### config.mk
export PLATFORM = sky130hd
export DESIGN_NAME = doh_request_header_parser_top
export DESIGN_NICKNAME = d
export VERILOG_FILES = /design/src/sv/dohp_pkg.sv /design/src/sv/doh_request_header_parser_top.sv /design/src/sv/dohp_step.sv
export SDC_FILE = /design/constraint.sdc
export NUM_CORES = 1
export LEC_CHECK = 0
export BUFFER_PORTS_ARGS = -buffer_cell sky130_fd_sc_hd__buf_4
export CAP_MARGIN = 20
export CORE_ASPECT_RATIO = 0.9
export CORE_MARGIN = 2
export CORE_UTILIZATION = 55
export DETAILED_ROUTE_END_ITERATION = 8
export PLACE_DENSITY = 0.73
export SYNTH_ARGS = -nofsm -noshare
export SYNTH_HDL_FRONTEND = slang
export SYNTH_HIERARCHICAL = 1
export SYNTH_SLANG_ARGS = --single-unit
### constraint.sdc
create_clock -name i_clk -period 13.12 [get_ports i_clk]
set_clock_uncertainty 0.1 [all_clocks]
set_input_delay 1.968 -clock i_clk [delete_from_list [all_inputs] [get_ports i_clk]]
set_output_delay 1.968 -clock i_clk [all_outputs]
set_load 0.02 [all_outputs]
### src/sv/dohp_pkg.sv
// ----------------------------------------------------------------------------
// dohp_pkg
// Types, codes and string constants shared by the request header parser.
// ----------------------------------------------------------------------------
package dohp_pkg;

    // Header byte counter width, enough for the largest header limit
    localparam int HC_W = 14;

    // Verdict status codes
    typedef enum logic [3:0] {
        ST_OK          = 4'd0,
        ST_BAD_REQUEST = 4'd1,
        ST_NOT_FOUND   = 4'd2,
        ST_METHOD      = 4'd3,
        ST_LENGTH_REQ  = 4'd4,
        ST_TOO_LARGE   = 4'd5,
        ST_URI_LONG    = 4'd6,
        ST_MEDIA       = 4'd7,
        ST_HEADER_BIG  = 4'd8,
        ST_VERSION     = 4'd9
    } t_status;

    // Parse phases, one-hot
    typedef enum logic [6:0] {
        PH_METHOD  = 7'b0000001,
        PH_TARGET  = 7'b0000010,
        PH_VERSION = 7'b0000100,
        PH_HNAME   = 7'b0001000,
        PH_HVALUE  = 7'b0010000,
        PH_BODY    = 7'b0100000,
        PH_DONE    = 7'b1000000
    } t_phase;

    // Kind of the header line being parsed
    typedef enum logic [1:0] {
        HK_NONE  = 2'd0,
        HK_CTYPE = 2'd1,
        HK_CLEN  = 2'd2
    } t_hkind;

    // Configuration register indexes
    localparam logic [1:0] CFG_PATH_LOW  = 2'd0;
    localparam logic [1:0] CFG_PATH_HIGH = 2'd1;
    localparam logic [1:0] CFG_PATH_LEN  = 2'd2;

    // Match flag bit positions
    localparam int MF_POST  = 0;
    localparam int MF_PATH  = 1;
    localparam int MF_V11   = 2;
    localparam int MF_V10   = 3;
    localparam int MF_CTYPE = 4;
    localparam int MF_CLEN  = 5;
    localparam int MF_MEDIA = 6;
    localparam int MF_LONG  = 7;

    localparam logic [7:0] MF_RESET = 8'h7F;

    // Targets longer than this report uri long
    localparam logic [11:0] URI_LIMIT = 12'd2048;

    // Characters
    localparam logic [7:0] CH_CR    = 8'h0D;
    localparam logic [7:0] CH_LF    = 8'h0A;
    localparam logic [7:0] CH_SP    = 8'h20;
    localparam logic [7:0] CH_HT    = 8'h09;
    localparam logic [7:0] CH_COLON = 8'h3A;
    localparam logic [7:0] CH_SEMI  = 8'h3B;

    // Strings, first character in the top byte
    localparam logic [8*4-1:0]  K_POST  = "POST";
    localparam logic [8*8-1:0]  K_V11   = "HTTP/1.1";
    localparam logic [8*8-1:0]  K_V10   = "HTTP/1.0";
    localparam logic [8*12-1:0] K_CTYPE = "Content-Type";
    localparam logic [8*14-1:0] K_CLEN  = "Content-Length";
    localparam logic [8*23-1:0] K_MEDIA = "application/dns-message";

    // Parse state carried from byte to byte
    typedef struct packed {
        t_phase          phase;
        logic [HC_W-1:0] header_count;
        logic            prev_cr;
        logic [11:0]     field_pos;
        logic [7:0]      match_flags;
        t_hkind          name_kind;
        logic [63:0]     length_value;
        logic            length_ovf;
        logic [1:0]      seen;
        t_status         first_error;
        logic [15:0]     body_rem;
    } t_state;

    // One result word
    typedef struct packed {
        logic        kind;
        t_status     status;
        logic [12:0] header_length;
        logic [15:0] body_length;
        logic [7:0]  body_byte;
        logic        last;
    } t_result;

    function automatic t_state reset_state();
        t_state s;
        s = '0;
        s.phase       = PH_METHOD;
        s.match_flags = MF_RESET;
        s.name_kind   = HK_NONE;
        s.first_error = ST_OK;
        return s;
    endfunction

    function automatic logic [7:0] lower8(logic [7:0] c);
        return (c >= 8'h41 && c <= 8'h5A) ? c + 8'd32 : c;
    endfunction

    function automatic logic is_ws(logic [7:0] c);
        return (c == CH_SP) || (c == CH_HT);
    endfunction

    function automatic logic [11:0] bump(logic [11:0] p);
        return (p != 12'hFFF) ? p + 12'd1 : p;
    endfunction

    // Case-insensitive compare that fails outside the string
    function automatic logic chk(logic [7:0] b, logic [7:0] want, logic in_range);
        return in_range && (lower8(b) == lower8(want));
    endfunction

endpackage

### src/sv/doh_request_header_parser_top.sv
// Request header parser for DNS-over-HTTPS POST requests. Unless the input
// stalls, one request byte is taken per cycle and parsed while held in the
// input register, a sustained rate of one byte per clock; the verdict or body
// byte is then registered in the result register. While a result waits under
// stall, the input register holds one more byte before the input stalls. The
// user must set the path match through the configuration port only while the
// block is idle; the block does not enforce this. Writes are always accepted.
// ----------------------------------------------------------------------------
// doh_request_header_parser_top
// Byte-serial HTTP request header checker with body pass-through.
// ----------------------------------------------------------------------------
module doh_request_header_parser_top #(
    parameter int MAX_HEADER_BYTES = 4096,
    parameter int MAX_BODY_BYTES   = 65535,
    parameter int MIN_BODY_BYTES   = 12,
    parameter int PATH_BYTES       = 16
) (
    input  logic        i_clk,
    input  logic        i_rst_n,
    input  logic        i_valid,
    output logic        o_stall,
    input  logic        i_start_req,
    input  logic [7:0]  i_data,
    output logic        o_valid,
    input  logic        i_stall,
    output logic        o_kind,
    output logic [3:0]  o_status,
    output logic [12:0] o_header_length,
    output logic [15:0] o_body_length,
    output logic [7:0]  o_body_byte,
    output logic        o_last,
    input  logic        i_cfg_valid,
    output logic        o_cfg_ready,
    input  logic [1:0]  i_cfg_index,
    input  logic [63:0] i_cfg_data
);
    import dohp_pkg::*;

    logic [63:0] r_path_low;
    logic [63:0] r_path_high;
    logic [4:0]  r_path_len;

    logic        r_in_valid;
    logic        r_in_start;
    logic [7:0]  r_in_data;

    t_state      r_state;
    t_state      n_state;
    logic        res_valid;
    t_result     res;
    logic        r_out_valid;
    t_result     r_out;

    logic        advance;
    logic        in_take;

    assign o_cfg_ready = 1'b1;

    // Write configuration registers
    always_ff @(posedge i_clk) begin
        if (!i_rst_n) begin
            r_path_low  <= 64'd0;
            r_path_high <= 64'd0;
            r_path_len  <= 5'd1;
        end else if (i_cfg_valid && o_cfg_ready) begin
            unique case (i_cfg_index)
                CFG_PATH_LOW:  r_path_low  <= i_cfg_data;
                CFG_PATH_HIGH: r_path_high <= i_cfg_data;
                CFG_PATH_LEN:  r_path_len  <= i_cfg_data[4:0];
                default: begin
                end
            endcase
        end
    end

    // Advance when the result register is free or being taken
    assign advance = !r_out_valid || !i_stall;
    assign o_stall = r_in_valid && !advance;
    assign in_take = i_valid && !o_stall;

    // Hold one input word
    always_ff @(posedge i_clk) begin
        if (!i_rst_n) begin
            r_in_valid <= 1'b0;
        end else if (in_take) begin
            r_in_valid <= 1'b1;
        end else if (advance) begin
            r_in_valid <= 1'b0;
        end
    end

    always_ff @(posedge i_clk) begin
        if (in_take) begin
            r_in_start <= i_start_req;
            r_in_data  <= i_data;
        end
    end

    dohp_step #(
        .MAX_HEADER_BYTES (MAX_HEADER_BYTES),
        .MAX_BODY_BYTES   (MAX_BODY_BYTES),
        .MIN_BODY_BYTES   (MIN_BODY_BYTES),
        .PATH_BYTES       (PATH_BYTES)
    ) u_step (
        .i_state     (r_state),
        .i_path_low  (r_path_low),
        .i_path_high (r_path_high),
        .i_path_len  (r_path_len),
        .i_start     (r_in_start),
        .i_data      (r_in_data),
        .o_state     (n_state),
        .o_res_valid (res_valid),
        .o_res       (res)
    );

    // Update parse state and result register
    always_ff @(posedge i_clk) begin
        if (!i_rst_n) begin
            r_state     <= reset_state();
            r_out_valid <= 1'b0;
        end else if (advance) begin
            r_out_valid <= r_in_valid && res_valid;
            if (r_in_valid) begin
                r_state <= n_state;
            end
        end
    end

    always_ff @(posedge i_clk) begin
        if (advance && r_in_valid) begin
            r_out <= res;
        end
    end

    assign o_valid         = r_out_valid;
    assign o_kind          = r_out.kind;
    assign o_status        = r_out.status;
    assign o_header_length = r_out.header_length;
    assign o_body_length   = r_out.body_length;
    assign o_body_byte     = r_out.body_byte;
    assign o_last          = r_out.last;

`ifndef SYNTHESIS
    a_reset_clears_out: assert property (@(posedge i_clk)
        !i_rst_n |=> !r_out_valid)
        else $error("result valid after reset");

    a_body_fields_zero: assert property (@(posedge i_clk) disable iff (!i_rst_n)
        (r_out_valid && r_out.kind) |->
        (r_out.status == ST_OK && r_out.header_length == 13'd0
         && r_out.body_length == 16'd0))
        else $error("body word carries verdict fields");

    a_error_is_last: assert property (@(posedge i_clk) disable iff (!i_rst_n)
        (r_out_valid && !r_out.kind && r_out.status != ST_OK) |-> r_out.last)
        else $error("error verdict without last");

    a_body_has_bytes: assert property (@(posedge i_clk) disable iff (!i_rst_n)
        (r_state.phase == PH_BODY) |-> (r_state.body_rem != 16'd0))
        else $error("body phase with nothing remaining");

    a_held_input_kept: assert property (@(posedge i_clk) disable iff (!i_rst_n)
        (r_in_valid && !advance) |=> (r_in_valid && $stable(r_in_data)))
        else $error("held input word lost");
`endif

endmodule

### src/sv/dohp_step.sv
// ----------------------------------------------------------------------------
// dohp_step
// Next-state and result logic for one request byte.
// ----------------------------------------------------------------------------
module dohp_step #(
    parameter int MAX_HEADER_BYTES = 4096,
    parameter int MAX_BODY_BYTES   = 65535,
    parameter int MIN_BODY_BYTES   = 12,
    parameter int PATH_BYTES       = 16
) (
    input  dohp_pkg::t_state  i_state,
    input  logic [63:0]       i_path_low,
    input  logic [63:0]       i_path_high,
    input  logic [4:0]        i_path_len,
    input  logic              i_start,
    input  logic [7:0]        i_data,
    output dohp_pkg::t_state  o_state,
    output logic              o_res_valid,
    output dohp_pkg::t_result o_res
);
    import dohp_pkg::*;

    logic [127:0] path_word;
    assign path_word = {i_path_high, i_path_low};

    function automatic t_state note_error(t_state s, t_status code);
        t_state r;
        r = s;
        if (r.first_error == ST_OK) begin
            r.first_error = code;
        end
        return r;
    endfunction

    function automatic t_state feed_ctype(t_state s, logic [7:0] b);
        t_state r;
        logic [11:0] p;
        r = s;
        p = s.field_pos;
        if (p == 12'd0 && is_ws(b)) begin
            r = s;
        end else if (p < 12'd23) begin
            if (lower8(b) != K_MEDIA[8*(22-p[4:0]) +: 8]) begin
                r.match_flags[MF_MEDIA] = 1'b0;
            end
            r.field_pos = p + 12'd1;
        end else if (p == 12'd23) begin
            if (b == CH_SEMI) begin
                r.field_pos = 12'd24;
            end else if (is_ws(b)) begin
                r.field_pos = 12'd25;
            end else begin
                r.match_flags[MF_MEDIA] = 1'b0;
            end
        end else if (p == 12'd25) begin
            if (!is_ws(b)) begin
                r.match_flags[MF_MEDIA] = 1'b0;
            end
        end
        return r;
    endfunction

    function automatic t_state feed_clen(t_state s, logic [7:0] b);
        t_state r;
        logic [11:0] p;
        logic [67:0] prod;
        r = s;
        p = s.field_pos;
        prod = ({4'd0, s.length_value} << 3) + ({4'd0, s.length_value} << 1)
               + {64'd0, b[3:0] - 4'd0};
        if ((b >= 8'h30 && b <= 8'h39) && (p == 12'd0 || p == 12'd1)) begin
            // Accumulate one decimal digit, flag overflow past 64 bits
            if (!s.length_ovf) begin
                if (prod[67:64] != 4'd0) begin
                    r.length_ovf = 1'b1;
                end else begin
                    r.length_value = prod[63:0];
                end
            end
            r.field_pos = 12'd1;
        end else if (is_ws(b)) begin
            if (p == 12'd1) begin
                r.field_pos = 12'd2;
            end
        end else begin
            r.field_pos = 12'd3;
        end
        return r;
    endfunction

    function automatic t_state feed(t_state s, logic [7:0] b);
        t_state r;
        logic [11:0] p;
        r = s;
        p = s.field_pos;
        unique case (s.phase)
            PH_METHOD: begin
                if (b == CH_SP) begin
                    if (!(s.match_flags[MF_POST] && p == 12'd4)) begin
                        r.match_flags[MF_POST] = 1'b0;
                    end
                    r.phase = PH_TARGET;
                    r.field_pos = 12'd0;
                    r.match_flags[MF_PATH] = 1'b1;
                end else begin
                    r.match_flags[MF_POST] = s.match_flags[MF_POST]
                        & chk(b, K_POST[8*(3-p[1:0]) +: 8], p < 12'd4);
                    r.field_pos = bump(p);
                end
            end
            PH_TARGET: begin
                if (b == CH_SP) begin
                    if (p == 12'd0) begin
                        r = note_error(r, ST_BAD_REQUEST);
                    end
                    if (p != {7'd0, i_path_len}) begin
                        r.match_flags[MF_PATH] = 1'b0;
                    end
                    r.match_flags[MF_LONG] = (p > URI_LIMIT);
                    r.phase = PH_VERSION;
                    r.field_pos = 12'd0;
                    r.match_flags[MF_V11] = 1'b1;
                    r.match_flags[MF_V10] = 1'b1;
                end else begin
                    if (!(p < {7'd0, i_path_len} && p < 12'(PATH_BYTES)
                          && b == path_word[8*p[3:0] +: 8])) begin
                        r.match_flags[MF_PATH] = 1'b0;
                    end
                    r.field_pos = bump(p);
                end
            end
            PH_VERSION: begin
                r.match_flags[MF_V11] = s.match_flags[MF_V11]
                    & chk(b, K_V11[8*(7-p[2:0]) +: 8], p < 12'd8);
                r.match_flags[MF_V10] = s.match_flags[MF_V10]
                    & chk(b, K_V10[8*(7-p[2:0]) +: 8], p < 12'd8);
                r.field_pos = bump(p);
            end
            PH_HNAME: begin
                if (b == CH_COLON) begin
                    if (s.match_flags[MF_CTYPE] && p == 12'd12) begin
                        r.name_kind = HK_CTYPE;
                    end else if (s.match_flags[MF_CLEN] && p == 12'd14) begin
                        r.name_kind = HK_CLEN;
                        r.length_value = 64'd0;
                        r.length_ovf = 1'b0;
                    end else begin
                        r.name_kind = HK_NONE;
                    end
                    r.match_flags[MF_MEDIA] = 1'b1;
                    r.phase = PH_HVALUE;
                    r.field_pos = 12'd0;
                end else begin
                    r.match_flags[MF_CTYPE] = s.match_flags[MF_CTYPE]
                        & chk(b, K_CTYPE[8*(11-p[3:0]) +: 8], p < 12'd12);
                    r.match_flags[MF_CLEN] = s.match_flags[MF_CLEN]
                        & chk(b, K_CLEN[8*(13-p[3:0]) +: 8], p < 12'd14);
                    r.field_pos = bump(p);
                end
            end
            PH_HVALUE: begin
                if (s.name_kind == HK_CTYPE) begin
                    r = feed_ctype(s, b);
                end else if (s.name_kind == HK_CLEN) begin
                    r = feed_clen(s, b);
                end
            end
            default: begin
                r = s;
            end
        endcase
        return r;
    endfunction

    // Close a line on CR LF
    function automatic t_state finish_line(t_state s);
        t_state r;
        logic [11:0] p;
        r = s;
        p = s.field_pos;
        unique case (s.phase)
            PH_METHOD, PH_TARGET: begin
                r = note_error(r, ST_BAD_REQUEST);
            end
            PH_VERSION: begin
                if (p == 12'd0) begin
                    r = note_error(r, ST_BAD_REQUEST);
                end else if (!s.match_flags[MF_POST]) begin
                    r = note_error(r, ST_METHOD);
                end else if (!s.match_flags[MF_PATH]) begin
                    r = note_error(r, s.match_flags[MF_LONG] ? ST_URI_LONG : ST_NOT_FOUND);
                end else if (!(p == 12'd8 && (s.match_flags[MF_V11] || s.match_flags[MF_V10])))
                begin
                    r = note_error(r, ST_VERSION);
                end
            end
            PH_HNAME: begin
                r = note_error(r, ST_BAD_REQUEST);
            end
            PH_HVALUE: begin
                if (s.name_kind == HK_CTYPE) begin
                    r.seen[0] = s.match_flags[MF_MEDIA] && (p >= 12'd23);
                end else if (s.name_kind == HK_CLEN) begin
                    if (s.seen[1] || p == 12'd0 || p == 12'd3 || s.length_ovf) begin
                        r = note_error(r, ST_BAD_REQUEST);
                    end else begin
                        r.seen[1] = 1'b1;
                    end
                end
            end
            default: begin
                r = s;
            end
        endcase
        r.phase = PH_HNAME;
        r.field_pos = 12'd0;
        r.name_kind = HK_NONE;
        r.match_flags[MF_CTYPE] = 1'b1;
        r.match_flags[MF_CLEN] = 1'b1;
        return r;
    endfunction

    t_state  s0;
    t_state  s1;
    t_state  s2;
    t_state  n_state;
    t_status verdict;
    logic    ended;

    // Clear on a new request
    assign s0 = i_start ? reset_state() : i_state;
    assign ended = s0.prev_cr && (i_data == CH_LF) && (s0.phase == PH_HNAME)
                   && (s0.field_pos == 12'd0);

    // Run the held CR, then the new byte
    always_comb begin
        s1 = s0;
        s1.header_count = s0.header_count + HC_W'(1);
        s1.prev_cr = (i_data == CH_CR);
        if (s0.prev_cr && i_data == CH_LF) begin
            if (!ended) begin
                s2 = finish_line(s1);
            end else begin
                s2 = s1;
            end
        end else begin
            if (s0.prev_cr) begin
                s2 = feed(s1, CH_CR);
            end else begin
                s2 = s1;
            end
            if (i_data != CH_CR) begin
                s2 = feed(s2, i_data);
            end
        end
    end

    // End-of-header checks in priority order
    always_comb begin
        verdict = s2.first_error;
        if (verdict == ST_OK) begin
            priority if (!s2.seen[0]) begin
                verdict = ST_MEDIA;
            end else if (!s2.seen[1]) begin
                verdict = ST_LENGTH_REQ;
            end else if (s2.length_value > 64'(MAX_BODY_BYTES)) begin
                verdict = ST_TOO_LARGE;
            end else if (s2.length_value < 64'(MIN_BODY_BYTES)) begin
                verdict = ST_BAD_REQUEST;
            end else begin
                verdict = ST_OK;
            end
        end
    end

    // Select the result and the next state
    always_comb begin
        n_state = s0;
        o_res_valid = 1'b0;
        o_res = '0;
        o_res.status = ST_OK;
        if (s0.phase == PH_DONE) begin
            n_state = s0;
        end else if (s0.phase == PH_BODY) begin
            o_res_valid = 1'b1;
            o_res.kind = 1'b1;
            o_res.body_byte = i_data;
            o_res.last = (s0.body_rem <= 16'd1);
            if (s0.body_rem != 16'd0) begin
                n_state.body_rem = s0.body_rem - 16'd1;
            end
            if (s0.body_rem <= 16'd1) begin
                n_state.phase = PH_DONE;
            end
        end else begin
            n_state = s2;
            if (ended) begin
                o_res_valid = 1'b1;
                if (verdict == ST_OK) begin
                    n_state.body_rem = s2.length_value[15:0];
                    n_state.phase = (s2.length_value[15:0] != 16'd0) ? PH_BODY : PH_DONE;
                    o_res.header_length = s2.header_count[12:0];
                    o_res.body_length = s2.length_value[15:0];
                end else begin
                    n_state.phase = PH_DONE;
                    o_res.status = verdict;
                    o_res.last = 1'b1;
                end
            end else if (s2.header_count >= HC_W'(MAX_HEADER_BYTES)) begin
                o_res_valid = 1'b1;
                n_state.phase = PH_DONE;
                o_res.status = ST_HEADER_BIG;
                o_res.last = 1'b1;
            end
        end
    end

    assign o_state = n_state;

endmodule

# [After elaboration in Yosys (flattened, before gate mapping)]
# Cells that the tools add are included.
[word_totals] n_memories=0 register_bits=318 inputBits=80 romBits=0 latch_bits=0 out_inout_bits=46 word_cells=378 mem_bits_rw=0
[classes] addsub=27 order_cmp=44 n_mul=0 muxes=132 div_mod_pow=0 n_eq_ne=52 n_reduce_logical=72 bitwise_logic=13 shift=14
[ops] operator="131-bit two-way mux" count=6
[ops] operator="109-bit two-way mux" count=5
[ops] operator="184-bit by 33-bit indexed part select with 8-bit output, first input constant" count=2
[ops] operator="91-bit two-way mux" count=3
[ops] operator="91-bit one-hot mux with 3 select lines" count=1
[ops] operator="65-bit two-way mux" count=4
[ops] operator="128-bit by 8-bit indexed part select with 8-bit output" count=2
[ops] operator="64-bit by 33-bit indexed part select with 8-bit output, first input constant" count=4
[ops] operator="112-bit by 33-bit indexed part select with 8-bit output, first input constant" count=2
[ops] operator="67-bit one-hot mux with 3 select lines" count=1
[ops] operator="96-bit by 33-bit indexed part select with 8-bit output, first input constant" count=2
[ops] operator="12-bit two-way mux" count=13
[ops] operator="108-bit two-way mux" count=1
[ops] operator="20-bit two-way mux" count=5
[ops] operator="89-bit two-way mux" count=1
[ops] operator="8-bit by 6-bit adder with 8-bit output, second input constant" count=11
[ops] operator="8-bit by 7-bit greater-or-equal comparator with 1-bit output, second input constant" count=11
[ops] operator="8-bit by 7-bit <= comparator with 1-bit output, second input constant" count=11
[ops] operator="8-bit two-way mux" count=11
[ops] operator="12-bit by 4-bit < comparator with 1-bit output, second input constant" count=6
[ops] operator="67-bit by 65-bit adder with 68-bit output" count=1
[ops] operator="68-bit by 4-bit adder with 68-bit output" count=1
[ops] operator="67-bit two-way mux" count=1
[ops] operator="32-bit by 33-bit indexed part select with 8-bit output, first input constant" count=2
[ops] operator="74 further kinds" count=247

# [Longest topological paths before layout]
# Gate-level depths: netlist of the first run.
[depth] depth_word=35 mapped_depth=39 ltp_nobuf=26

# [Hierarchy]
# The synthesis of the first run kept the hierarchy.
[modules_own_cells] module="dohp_step" seq_area_each_um2=0.0 area_each_um2=14970.6 cells_each=2478 instances=1
[modules_own_cells] module="doh_request_header_parser_top" seq_area_each_um2=6886.6 area_each_um2=11941.5 cells_each=1133 instances=1

# [Worst setup path before layout of the first run]
# OpenSTA, ideal clock, no wires.
[synth_path] path_type="reg2reg" startpoint="register r_in_start" endpoint="register r_state[14] in the netlist's numbering" setup_time_ns=0.072 setup_slack_ns=4.830 arrival_time_ns=8.119 path_buffers=14 synth_period_minus_slack_ns=8.290 stages_incl_launch_ff=40 required_ns=12.948 cell_sequence="edfxtp_1 -> buf_2 -> clkbuf_1 -> clkbuf_1 -> nor2b_1 -> clkbuf_1 -> ha_1 -> clkbuf_1 -> nand4_1 -> nor4_2 -> nor3_1 -> a21oi_1 -> nor2_1 -> a221o_1 -> clkbuf_1 -> inv_1 -> clkbuf_1 -> buf_1 -> [4 not listed] -> nor2_1 -> nand4_1 -> nor2_1 -> and3_1 -> buf_2 -> clkbuf_1 -> nor3_1 -> a21oi_1 -> o2111ai_1 -> nor4b_2 -> o2111ai_1 -> or3b_1 -> buf_6 -> buf_6 -> nand2b_4 -> a31oi_2 -> nand2_1 -> mux2i_1"
[synth_lines] element="from (decl)" line="doh_request_header_parser_top.sv:44" source="logic r_in_start;"
[synth_lines] element="from (signal assigned)" line="doh_request_header_parser_top.sv:94" source="r_in_start <= i_start_req;"
[synth_lines] element="to (signal assigned)" line="doh_request_header_parser_top.sv:119" source="r_state <= reset_state();"
[synth_lines] element="to (signal assigned)" line="doh_request_header_parser_top.sv:124" source="r_state <= n_state;"
[synth_lines] element="to (decl)" line="doh_request_header_parser_top.sv:47" source="t_state r_state;"

==> impl_metrics.ini, run 1 <==
[logic_synthesis]
ys.flop_type = dfxtp_1
netlist_area_um2 = 26900
synth_top_family_by_area = simple AND/OR/NAND/NOR gates
syn_inst = 3611
synth-edff-count = 52
synth.avg_cell_area_um2 = 7.45
synth_mux_area_share_pct = 10.4
synth_nets = 3861
yosys.area_share.simple_pct = 28.4
synth_xor_xnor_area_share_pct = 4.20
synth_fa_ha_area_share_pct = 7.96
yosysSeqAreaShare_pct = 25.6
synth_compound_area_share_pct = 17.6
synthArstFlopShare_pct = 0
ys_seq_elements = 318
synth_cell_types = 96
yosysWarnings = 6

[pwr]
peakVddDrop_v = 0.0000886
swShare_pct = 25.8
combPwrFrac_pct = 9.2
power.internal_mw = 1.75
total_power_mw = 2.36
p_per_area_nw_per_um2 = 81.3
net-switching-power_uw = 609
p_seq_share_pct = 43.6
leakage_nw = 11.8
power.clock.fraction_pct = 47.2

[route]
drt_iter0_markers = 3118
ant_nets = 0
wl_met1_um = 39300
wl_per_cell_um = 21.0
avgViaCountPerCell = 6.41
wl_met2_um = 37000
drcViolationCount = 0
top_layer = met5
dr.pass1.iters = 6
vias = 27000
wl_met3_um = 9850
wirelength_um = 88500

[floorplanning]
ios = 126
die_w_um = 237
die_height_um = 214
core_area_um2 = 48100
start_util_pct = 55.9
dieArea_um2 = 50700
rows = 76

[run]
drv_cap = 0

[setup_path]
criticalPathCategory = flop to flop
cp_data_required_time_ns = 13.50
startpoint_type = flop
critPathArrivalTime_ns = 10.21
cp-end-kind = flop
cp_max_fo = 141

[sta]
slew_violations = 0
setup_viol = 0
timing.final.crit_share_pct = 74.9
worst_pin_slew_ns = 1.04
setup_tns_ns = 0
hold_viol_final = 0
slew-limit-headroom_pct = 29.9
fmax_mhz = 102
timing.final.crit_period_ns = 9.83
rsz0062_at_grt = false

[cts]
root_buffer = clkbuf_16
cts_max_path_buffers = 3
hold_buffers = 0
cts_buffers = 38
cts_tree = yes
cts_max_level = 2
worstSkewPairLatency_ns = 0.57
cts_resized = 0
cts_sinks = 318
post_cts_buffers = 0
clk_pin_slew_ns = 0.06

[min_path]
hp-class = flop to flop

[final_layout]
multi_input_area_um2 = 18500
final_cell_mix = nand2_1, mux2i_1, dfxtp_1, a21oi_1, nor2_1
final_common_cell = nand2_1
drive_gt1_share_pct = 7.69
syn2layout_area_growth_pct = 7.81
n_antenna_cell = 0
stdcell_count = 4212
n_fill_cell = 4518
regArea_um2 = 6890
finalNetCount = 3811

[place]
post-place-cells = 4143
gp_congestion = 1.02
hpwlAfterDp_um = 64000
numPortBuffers = 124

[global_routing]
grt_max_degree = 187
globalRouteTotalUtil_pct = 33.7
antenna_found_initial = 1
grt_pass1_wl_um = 137000
overflow = 0
first_global_vias = 24400

[status]
status = complete, no violations
cell usage after synthesis (55+ instances only):
master    instances  share of area (%)
a21oi_1         212                3.9
buf_2            55                1.0
clkbuf_1        141                2.0
dfxtp_1         266                 20
ha_1            168                7.8
inv_1            73                1.0
mux2i_1         278                 10
nand2_1         816                 11
nand3_1         167                3.1
nand4_1          57                1.3
nor2_1          210                2.9
nor2b_1          96                2.2
nor3_1           64                1.2
o21ai_0         181                3.4
xnor2_1          78                2.5
final timing paths:
path	start	endpoint	slack, ns	cells after the start
worst min register to register	r_state[72]	r_state[72]	0.35	2
worst max-delay path	r_in_start	r_state[15]	3.29	27
worst min-delay path	r_state[72]	r_state[72]	0.35	2
worst max register to register	r_in_start	r_state[15]	3.29	27
per-stage QoR:
| step | hold slack, ns | utilization, % | instance area (um2) | worst slack (ns) |
|---|---|---|---|---|
| after floorplan | 0.330 | - | 26900 | 4.83 |
| after global placement | 0.338 | 57.6 | 27700 | 3.74 |
| after detailed placement | 0.344 | 57.6 | 27700 | 3.67 |
| after CTS | 0.356 | 60.3 | 29000 | 3.66 |
| after global routing | 0.373 | 60.3 | 29000 | 2.86 |
| final | 0.353 | 60.3 | 29000 | 3.29 |
worst max-delay path, stage by stage, from the launching register on:
cell,delay [ns]
edfxtp_1,0.37
buf_12,0.49
nand2b_1,0.65
clkinv_1,0.43
ha_1,0.42
a21oi_1,0.17
nor2_1,0.05
nor2_1,0.51
a211o_1,0.31
o221ai_2,0.13
inv_2,0.60
ha_1,0.39
o2111ai_1,0.15
nor2_1,0.53
nand4_1,0.20
nor2_1,0.33
and3_1,0.77
mux2i_1,0.29
o21ai_0,0.26
nand4_1,0.20
nor4b_2,0.33
o2111ai_1,0.32
or3b_2,0.54
buf_4,0.31
mux2i_1,0.19
a221oi_1,0.32
nand2_1,0.08
mux2i_1,0.15
routing by layer:
| metal | vias up | GRT usage [%] |
|---|---|---|
| li1 | 12800 | - |
| met1 | 12600 | 48.1 |
| met2 | 1424 | 50.2 |
| met3 | 187 | 8.35 |
| met4 | 2 | 9.52 |
| met5 | - | 0 |
power groups by stage:
stage | Clock, mW | Sequential, mW | Combinational (mW)
after global routing | 1.17 | 1.03 | 0.235
final | 1.11 | 1.03 | 0.218
after global placement | 0 | 1.05 | 0.211
after floorplan | 0 | 1.04 | 0.158
after detailed placement | 0 | 1.05 | 0.213
after CTS | 1.13 | 1.03 | 0.214
cell families after synthesis:
family,Yosys count
AOI/OAI and AO/OA,743
xor gates and xnor gates,129
adders and majority gates,170
buffers and inverters,335
DFF,318
muxes,280
other,1
and+or+nand+nor,1635
registers in the layout, indices dropped and copies added, names as in the netlist:
signal / flops
r_in_valid: 1
o_body_length: 16
r_path_len: 5
r_in_start: 1
o_status: 4
o_header_length: 13
r_path_low: 64
o_last: 1
o_kind: 1
r_path_high: 64
o_valid: 1
r_in_data: 8
o_body_byte: 8
r_state: 131
final cells by class:
| class | count | share of cell area (%) |
|---|---|---|
| sequential | 318 | 23.7 |
| multi-input combinational | 2958 | 63.7 |
| clock inverter | 19 | 0.863 |
| timing repair buffer | 166 | 4.42 |
| clock buffer | 48 | 3.58 |
| inverter | 79 | 1.02 |
| tap | 624 | 2.69 |
Power figures use the tool's default switching activity.
==> inputs of run 2 (changes only) <==
==> constraint.sdc (replaced) <==
create_clock -name i_clk -period 10.3 [get_ports i_clk]
set_clock_uncertainty 0.1 [all_clocks]
set_input_delay 1.545 -clock i_clk [delete_from_list [all_inputs] [get_ports i_clk]]
set_output_delay 1.545 -clock i_clk [all_outputs]
set_load 0.02 [all_outputs]
==> impl_metrics.ini, run 2 (synthesis results as in run 1) <==
[route]
vias = 27000
drt_iter0_markers = 3794
wl_per_cell_um = 21.6
ant_nets = 0
avgViaCountPerCell = 6.39
drcViolationCount = 0
dr.pass1.iters = 8
wirelength_um = 91200

[cts]
cts_tree = yes
post_cts_buffers = 0
clk_pin_slew_ns = 0.06
cts_max_path_buffers = 3
root_buffer = clkbuf_16
cts_buffers = 37
cts_sinks = 318
hold_buffers = 0
cts_max_level = 2
worstSkewPairLatency_ns = 0.58
cts_resized = 0

[pwr]
peakVddDrop_v = 0.000104
p_per_area_nw_per_um2 = 101
leakage_nw = 11.8
total_power_mw = 2.93

[setup_path]
criticalPathCategory = flop to flop
r2r_slack_ns = 1.13
path_delay_family = simple AND/OR/NAND/NOR gates
cp-end-kind = flop
r2r-start = r_state[97]
critPathArrivalTime_ns = 9.57
cp_common_cell = nand4_1
cp_max_fo = 31
startpoint_type = flop
crit_path_max_incr_delay_ns = 0.80
cp_slowest_cell = or3b_2
timing.critical_path.buf_inv = 3
cp_data_required_time_ns = 10.70
critPathLaunch = r_state[97]

[final_layout]
n_fill_cell = 4500
top_register = r_state
largestRegisters = r_state: 131 flops, r_path_high: 64 flops, r_path_low: 64 flops
syn2layout_area_growth_pct = 7.79
drive_gt1_share_pct = 7.87
final_cell_mix = nand2_1, mux2i_1, dfxtp_1, a21oi_1, nor2_1
final_common_cell = nand2_1
largest_reg_flops = 131
fin_util_pct = 60.3
finalNetCount = 3818

[floorplanning]
dieArea_um2 = 50700
die_height_um = 214
rows = 76
ios = 126
start_util_pct = 55.9
die_w_um = 237
core_area_um2 = 48100

[place]
gp_congestion = 1.05
numPortBuffers = 124
hpwlAfterDp_um = 66500

[status]
status = complete, no violations

[sta]
slew_violations = 0
slew-limit-headroom_pct = 31.8
timing.final.crit_share_pct = 89.0
worst_pin_slew_ns = 1.02
hold_viol_final = 0
fmax_mhz = 109
setup_viol = 0
rsz0062_at_grt = false
setup_tns_ns = 0
timing.final.crit_period_ns = 9.17

[min_path]
worstHoldStart = r_state[72]
hp-class = flop to flop

[global_routing]
antenna_found_initial = 1
first_global_vias = 24400
grt_pass1_wl_um = 141000
grt_max_degree = 214
overflow = 0
globalRouteTotalUtil_pct = 35.0

[run]
drv_cap = 0
run 2: cell count changes in the layout (fill, tap and decap cells not counted), moves of 2 or more:
cell,before,now
clkbuf_8,5,3
bufinv_16,5,3
clkinv_2,6,8
buf_4,161,169
run 2: per-stage QoR:
step | hold WS (ns) | area [um2] | setup WS, ns | cells
after floorplan | 0.330 | 26900 | 2.01 | 3611
after global placement | 0.338 | 27800 | 1.82 | 4150
after detailed placement | 0.342 | 27800 | 1.55 | 4150
after CTS | 0.353 | 29000 | 1.52 | 4217
after global routing | 0.372 | 29000 | 0.509 | 4220
final | 0.353 | 29000 | 1.13 | 4221
run 2: final timing paths:
check	end	depth (start not counted)
hold / removal	r_state[72]	2
setup reg to reg	r_state[15]	26
setup / recovery	r_state[15]	26
hold reg to reg	r_state[72]	2
run 2: layout make-up:
class	count	area, um2	area share [%]
repair buffers	174	1350	4.66
diodes	1	2.50	0.00863
clock buffers	46	990	3.41
inverters	79	297	1.02
flip-flops and latches	318	6890	23.7
well taps	624	781	2.69
clock inverters	21	224	0.772
multi-input cells	2958	18500	63.7
run 2: per-layer routing:
metal	vias to the layer above	part of all wire (%)	track usage, %
met5	-	0.013	0
met1	12600	46	51.9
li1	12800	-	-
met3	168	10	6.96
met4	2	2.3	9.61
met2	1436	42	51.2
run 2: report_power, final:
part	switching (mW)	internal (mW)
logic	0.179	0.103
registers	0.0246	1.28
clock network	0.576	0.767
total	0.780	2.15
run 2: worst min-delay path, cell delays in order, from the launching register on:
cell	delay (ns)
dfxtp_1	0.30
nand2_1	0.05
mux2i_1	0.05
